File: src/rtl/fcce_pkg.sv
// Shared types, codes and helpers for the FAT12 cluster chain engine.
`default_nettype none

package fcce_pkg;

	// Operation codes on func
	localparam logic [2:0] FN_READ  = 3'd0;
	localparam logic [2:0] FN_WRITE = 3'd1;
	localparam logic [2:0] FN_ALLOC = 3'd2;
	localparam logic [2:0] FN_FREE  = 3'd3;
	localparam logic [2:0] FN_WALK  = 3'd4;

	// Result status codes
	localparam logic [1:0] ST_OK     = 2'd0;
	localparam logic [1:0] ST_NOFREE = 2'd1;
	localparam logic [1:0] ST_ENDED  = 2'd2;
	localparam logic [1:0] ST_LIMIT  = 2'd3;

	// Configuration register indexes
	localparam logic CFG_FIRST_SECTOR = 1'b0;
	localparam logic CFG_CLUSTER_SECT = 1'b1;

	// Result word sources
	localparam logic [1:0] RES_ZERO  = 2'd0;
	localparam logic [1:0] RES_RDATA = 2'd1;
	localparam logic [1:0] RES_FND   = 2'd2;
	localparam logic [1:0] RES_CUR   = 2'd3;

	// Link encoding
	localparam int          LINK_W     = 12;
	localparam int          ADDR_W     = 20;
	localparam int          SCAN_W     = 13;
	localparam logic [11:0] LINK_EOC   = 12'hFFF;
	localparam logic [11:0] LINK_LIMIT = 12'hFF8;
	localparam logic [11:0] LINK_FIRST = 12'd2;

	// Commands from the controller to the datapath
	typedef struct packed {
		logic       load;
		logic       clr_wr;
		logic       rd_cur;
		logic       wr_word;
		logic       scan_start;
		logic       scan_run;
		logic       wr_eoc;
		logic       wr_link;
		logic       take_fnd;
		logic       free_step;
		logic       walk_adv;
		logic       from_zero;
		logic       from_cur;
		logic       mul;
		logic       fin;
		logic [1:0] fin_sel;
		logic [1:0] fin_st;
		logic       fin_addr;
	} cmd_t;

	// Status from the datapath to the controller
	typedef struct packed {
		logic cur_valid;
		logic rdata_valid;
		logic found;
		logic scan_done;
		logic from_ge2;
		logic steps_zero;
		logic cnt_full;
		logic clr_last;
	} sts_t;

	// A link that points at a data cluster
	function automatic logic link_ok(input logic [11:0] c);
		link_ok = (c >= LINK_FIRST) && (c < LINK_LIMIT);
	endfunction

endpackage

`default_nettype wire

File: src/rtl/fcce_ctrl.sv
// Controller state machine of the FAT12 cluster chain engine.
`default_nettype none

module fcce_ctrl (
	input  wire logic             clk,
	input  wire logic             arst_n,
	input  wire logic             start,
	input  wire logic [2:0]       func,
	input  wire logic             grow_chain,
	input  wire fcce_pkg::sts_t   sts,
	output fcce_pkg::cmd_t        cmd,
	output logic                  busy
);

	localparam logic [4:0] S_CLEAR  = 5'd0;
	localparam logic [4:0] S_IDLE   = 5'd1;
	localparam logic [4:0] S_RD     = 5'd2;
	localparam logic [4:0] S_RDW    = 5'd3;
	localparam logic [4:0] S_WR     = 5'd4;
	localparam logic [4:0] S_FREE   = 5'd5;
	localparam logic [4:0] S_FREEW  = 5'd6;
	localparam logic [4:0] S_WSTART = 5'd7;
	localparam logic [4:0] S_WLOOP  = 5'd8;
	localparam logic [4:0] S_WCHK   = 5'd9;
	localparam logic [4:0] S_SCAN   = 5'd10;
	localparam logic [4:0] S_MARK   = 5'd11;
	localparam logic [4:0] S_LINK   = 5'd12;
	localparam logic [4:0] S_ADONE  = 5'd13;
	localparam logic [4:0] S_MUL    = 5'd14;
	localparam logic [4:0] S_ADD    = 5'd15;
	localparam logic [4:0] S_NOP    = 5'd16;

	logic [4:0] state_q;
	logic [4:0] state_d;
	logic [2:0] op_q;
	logic       grow_q;

	// Hold state and the latched operation
	always_ff @(posedge clk or negedge arst_n) begin
		if (!arst_n) begin
			state_q <= S_CLEAR;
			op_q    <= fcce_pkg::FN_READ;
			grow_q  <= 1'b0;
		end else begin
			state_q <= state_d;
			if (state_q == S_IDLE && start) begin
				op_q   <= func;
				grow_q <= grow_chain;
			end
		end
	end

	assign busy = (state_q != S_IDLE);

	// Sequence the operations
	always_comb begin
		cmd     = '0;
		state_d = state_q;
		case (state_q)
			S_CLEAR: begin
				cmd.clr_wr = 1'b1;
				if (sts.clr_last) begin
					state_d = S_IDLE;
				end
			end
			S_IDLE: begin
				if (start) begin
					cmd.load = 1'b1;
					case (func)
						fcce_pkg::FN_READ:  state_d = S_RD;
						fcce_pkg::FN_WRITE: state_d = S_WR;
						fcce_pkg::FN_ALLOC: begin
							cmd.scan_start = 1'b1;
							state_d        = S_SCAN;
						end
						fcce_pkg::FN_FREE:  state_d = S_FREE;
						fcce_pkg::FN_WALK:  state_d = S_WSTART;
						default:            state_d = S_NOP;
					endcase
				end
			end
			S_RD: begin
				cmd.rd_cur = 1'b1;
				state_d    = S_RDW;
			end
			S_RDW: begin
				cmd.fin     = 1'b1;
				cmd.fin_sel = fcce_pkg::RES_RDATA;
				cmd.fin_st  = fcce_pkg::ST_OK;
				state_d     = S_IDLE;
			end
			S_WR: begin
				cmd.wr_word = 1'b1;
				cmd.fin     = 1'b1;
				cmd.fin_sel = fcce_pkg::RES_ZERO;
				cmd.fin_st  = fcce_pkg::ST_OK;
				state_d     = S_IDLE;
			end
			S_FREE: begin
				if (!sts.cur_valid) begin
					cmd.fin     = 1'b1;
					cmd.fin_sel = fcce_pkg::RES_ZERO;
					cmd.fin_st  = fcce_pkg::ST_OK;
					state_d     = S_IDLE;
				end else if (sts.cnt_full) begin
					cmd.fin     = 1'b1;
					cmd.fin_sel = fcce_pkg::RES_ZERO;
					cmd.fin_st  = fcce_pkg::ST_LIMIT;
					state_d     = S_IDLE;
				end else begin
					cmd.rd_cur = 1'b1;
					state_d    = S_FREEW;
				end
			end
			S_FREEW: begin
				cmd.free_step = 1'b1;
				state_d       = S_FREE;
			end
			S_WSTART: begin
				if (sts.cur_valid) begin
					state_d = S_WLOOP;
				end else if (grow_q) begin
					cmd.from_zero  = 1'b1;
					cmd.scan_start = 1'b1;
					state_d        = S_SCAN;
				end else begin
					cmd.fin     = 1'b1;
					cmd.fin_sel = fcce_pkg::RES_ZERO;
					cmd.fin_st  = fcce_pkg::ST_ENDED;
					state_d     = S_IDLE;
				end
			end
			S_WLOOP: begin
				if (sts.steps_zero) begin
					state_d = S_MUL;
				end else begin
					cmd.rd_cur = 1'b1;
					state_d    = S_WCHK;
				end
			end
			S_WCHK: begin
				if (sts.rdata_valid) begin
					cmd.walk_adv = 1'b1;
					state_d      = S_WLOOP;
				end else if (grow_q) begin
					cmd.from_cur   = 1'b1;
					cmd.scan_start = 1'b1;
					state_d        = S_SCAN;
				end else begin
					cmd.fin     = 1'b1;
					cmd.fin_sel = fcce_pkg::RES_ZERO;
					cmd.fin_st  = fcce_pkg::ST_ENDED;
					state_d     = S_IDLE;
				end
			end
			S_SCAN: begin
				cmd.scan_run = 1'b1;
				if (sts.found) begin
					state_d = S_MARK;
				end else if (sts.scan_done) begin
					cmd.fin     = 1'b1;
					cmd.fin_sel = fcce_pkg::RES_ZERO;
					cmd.fin_st  = fcce_pkg::ST_NOFREE;
					state_d     = S_IDLE;
				end
			end
			S_MARK: begin
				cmd.wr_eoc = 1'b1;
				state_d    = sts.from_ge2 ? S_LINK : S_ADONE;
			end
			S_LINK: begin
				cmd.wr_link = 1'b1;
				state_d     = S_ADONE;
			end
			S_ADONE: begin
				if (op_q == fcce_pkg::FN_ALLOC) begin
					cmd.fin     = 1'b1;
					cmd.fin_sel = fcce_pkg::RES_FND;
					cmd.fin_st  = fcce_pkg::ST_OK;
					state_d     = S_IDLE;
				end else begin
					cmd.take_fnd = 1'b1;
					state_d      = S_WLOOP;
				end
			end
			S_MUL: begin
				cmd.mul = 1'b1;
				state_d = S_ADD;
			end
			S_ADD: begin
				cmd.fin      = 1'b1;
				cmd.fin_sel  = fcce_pkg::RES_CUR;
				cmd.fin_st   = fcce_pkg::ST_OK;
				cmd.fin_addr = 1'b1;
				state_d      = S_IDLE;
			end
			S_NOP: begin
				cmd.fin     = 1'b1;
				cmd.fin_sel = fcce_pkg::RES_ZERO;
				cmd.fin_st  = fcce_pkg::ST_OK;
				state_d     = S_IDLE;
			end
			default: begin
				state_d = S_IDLE;
			end
		endcase
	end

endmodule

`default_nettype wire

File: config.mk
export PLATFORM = sky130hd
export DESIGN_NAME = fcce_ctrl
export DESIGN_NICKNAME = d
export VERILOG_FILES = /design/src/rtl/fcce_pkg.sv /design/src/rtl/fcce_ctrl.sv
export SDC_FILE = /design/constraint.sdc
export NUM_CORES = 1
export LEC_CHECK = 0
export ABC_AREA = 0
export BUFFER_PORTS_ARGS = -buffer_cell sky130_fd_sc_hd__buf_2
export CORE_UTILIZATION = 50
export CTS_BUF_LIST = sky130_fd_sc_hd__clkbuf_2
export DETAILED_ROUTE_END_ITERATION = 6
export MAX_ROUTING_LAYER = met4
export PLACE_DENSITY = 0.81
export SLEW_MARGIN = 20
export SYNTH_ARGS = -nofsm -noshare
export SYNTH_HDL_FRONTEND = slang
export SYNTH_SLANG_ARGS = --single-unit
File: constraint.sdc
create_clock -name clk -period 3.51 [get_ports clk]
set_input_delay 0.5265 -clock clk [delete_from_list [all_inputs] [get_ports clk]]
set_output_delay 0.5265 -clock clk [all_outputs]
set_load 0.02 [all_outputs]
==> reports/results.txt <==
Critical path data required time: 2.98 ns
DR vias: 1087
Drt first pass iters: 4
Nature of the critical path startpoint: register
Ant diodes: 0
Worst vdd ir: 0.4299 mV
Avg Cell Area, Syn: 7.598 µm²
CP Max Fanout: 14
Vias per inst: 6.039
Postcts setup bufs: 0
Core region area: 1745 µm²
Crit-path cells: or3b_1 > o22ai_1 > a22oi_1 > o2111ai_1 > buf_2
CTS Buf Count: 3
Psw: 415.0 µW
Post-synth top cells: nor2_1, dfrtp_1, nand2_1, nor3_1, inv_1
Clock power frac: 8.5%
Full die area: 2062 µm²
Max incr delay on CP: 0.58 ns
Finished Core Util: 64.52%
Post-route setup TNS: 0 ns
DR DRC count: 0
I/O Buffers: 35
Share of layout cells above drive strength 1: 30.32%
Vias in the first global route: 922
CTS Sinks: 9
Die Wd: 45.41 µm
Drt total wl: 2.671 mm
ANT nets after route: 0
Rows: 15
Synth Register Bits: 9
Fill cells: 166
Max-cap violations: 0
Clock transition at path regs: 0.10 ns
Register area share after synthesis: 23.90%
Final Hold Vio Count: 0
Power Internal: 351.6 µW
Syn Nets: 139
Top cell type by total area after synthesis: dfrtp_1
Gpl congestion: 0.8866
First-pass GRT wire length: 4.243 mm
H-tree Lvls: 1
Worst Tran Pin Value: 0.5365 ns
1st-iter DRT viols: 49
Clock Path Buffers: 2
Total global routing overflow: 0
Initial antenna violation count: 0
Most common cell in the netlist: nor2_1
Worst path slowest cell: dfrtp_1
Period utilization: 76.99%
CP arrival: 2.18 ns
Clock Latency Late Sink: 0.26 ns
Post-synth EDFFs: 0
Lkg Pwr: 0.5170 nW
Crit Path Category: reg -> out
PostCTS Resize Cnt: 0
Mapped Area: 942.2 µm²
CTS tree: built
Mapped Cells: 124
HPWL Detailed: 2.044 mm
Min Tclk post-route: 2.702 ns
Pwr Density: 680.7 nW/µm²
Final setup violation count: 0
Die Ht: 45.41 µm
Ys async rst share: 100.0%
Top post-synthesis cells by area: dfrtp_1, nor2_1, nor3_1
Area of the multi-input gates: 644.4 µm²
Synth top area share: 23.90%
Initial Util: 53.98%
Outcome: finished, final reports clean
Sequential cell area: 225.2 µm²
GRT Total Usage: 29.61%
Relative slew margins: 64.24%
Synth warn: 0
Sequential Power Share: 31.7%
Comb pwr share: 59.8%
Critical Path End Type: primary output
Slew Limit Fails: 0
Netlist cell types: 43
Routed len/inst: 14.84 µm
Largest net degree at the start of global routing: 19
Switching Fraction: 54.13%
Root Buffer: clkbuf_2
Synth Flop Type: dfrtp_1
Clock skew: 0.01140 ns
Nets: 171
Area Growth Syn to Fin: 19.52%
Type of the most critical hold path: in -> async
RSZ-0062 raised after global routing: no
IO Pins: 36
Highest clock rate: 370.0 MHz
Hold buffer count at CTS: 0
power by group through the flow:
| stage | registers [mW] | logic, mW | clock network (mW) |
|---|---|---|---|
| after floorplan | 0.177 | 0.399 | 0 |
| after CTS | 0.240 | 0.458 | 0.0674 |
| after detailed placement | 0.243 | 0.455 | 0 |
| after global placement | 0.238 | 0.447 | 0 |
| after global routing | 0.253 | 0.505 | 0.0744 |
| final | 0.243 | 0.459 | 0.0650 |
stage by stage:
step / hold WS, ns / setup slack, ns / instances / instance area (µm²) / power, mW
finish: 0.09437 / 0.8075 / 180 / 1126 / 0.7666
global route: 0.08071 / 0.6982 / 180 / 1126 / 0.8320
CTS: 0.09189 / 0.8484 / 180 / 1126 / 0.7657
detailed placement: 0.3918 / 1.164 / 176 / 1106 / 0.6976
global placement: 0.3899 / 1.212 / 176 / 1106 / 0.6852
floorplan: 0.2309 / 1.378 / 124 / 942.2 / 0.5757
logic make-up (layout without fill, tap and decap cells):
kind of cell	Yosys count	in the layout	share of synthesized area, %
xor+xnor	1	1	0.9298
simple gates	61	61	37.05
buf+inv	16	47	7.703
compound gates	33	33	25.63
mux	4	4	4.781
flops	9	9	23.90
worst paths after layout:
path,from,to,slack [ns],depth (start not counted)
max in group asynchronous,arst_n,state_q[0]$_DFFE_PN0P_,3.22,1
worst min register to register,op_q[1]$_DFFE_PN0P_,op_q[1]$_DFFE_PN0P_,0.54,1
worst max register to register,state_q[3]$_DFFE_PN0P_,state_q[0]$_DFFE_PN0P_,1.55,4
worst min-delay path,arst_n,op_q[2]$_DFFE_PN0P_,0.09,1
worst max-delay path,state_q[3]$_DFFE_PN0P_,cmd[5],0.81,5
min in group clk,grow_chain,grow_q$_DFFE_PN0P_,0.47,2
cell usage in the layout, fill, tap and decap left out, types with 5 or more instances in the layout:
master	synthesis	final
buf_2	4	35
nor2_1	13	13
nor3_1	9	9
nand2_1	9	9
dfrtp_1	9	9
inv_1	7	7
nand3b_1	6	6
or3b_1	5	5
a21oi_1	5	5
per-layer routing:
metal,up-vias,routed length [µm],global-route usage [%]
met1,493,1074,36.79
met2,61,1331,46.29
met3,6,228,7.540
met4,0,37,10.30
li1,527,-,-
met5,-,0,-
registers in the layout (all words and copies together), names as in the netlist:
| name | cells |
|---|---|
| grow_q | 1 |
| op_q | 3 |
| state_q | 5 |
cell type report:
class                      instances  area share [%]
multi-input combinational         99           57.22
timing repair buffer              35           15.56
tap                               25           2.778
clock buffer                       3           1.333
clock inverter                     1          0.4444
sequential                         9           20.00
inverter                           8           2.667
worst max-delay path, delay by kind of cell, from the launching register on:
family / cells / cell delay [ns]
AOI/OAI and AO/OA: 3 / 0.61
buffers and inverters: 1 / 0.19
DFF: 1 / 0.58
and+or+nand+nor: 1 / 0.53
No activity file was read; power rests on OpenSTA's default activity.
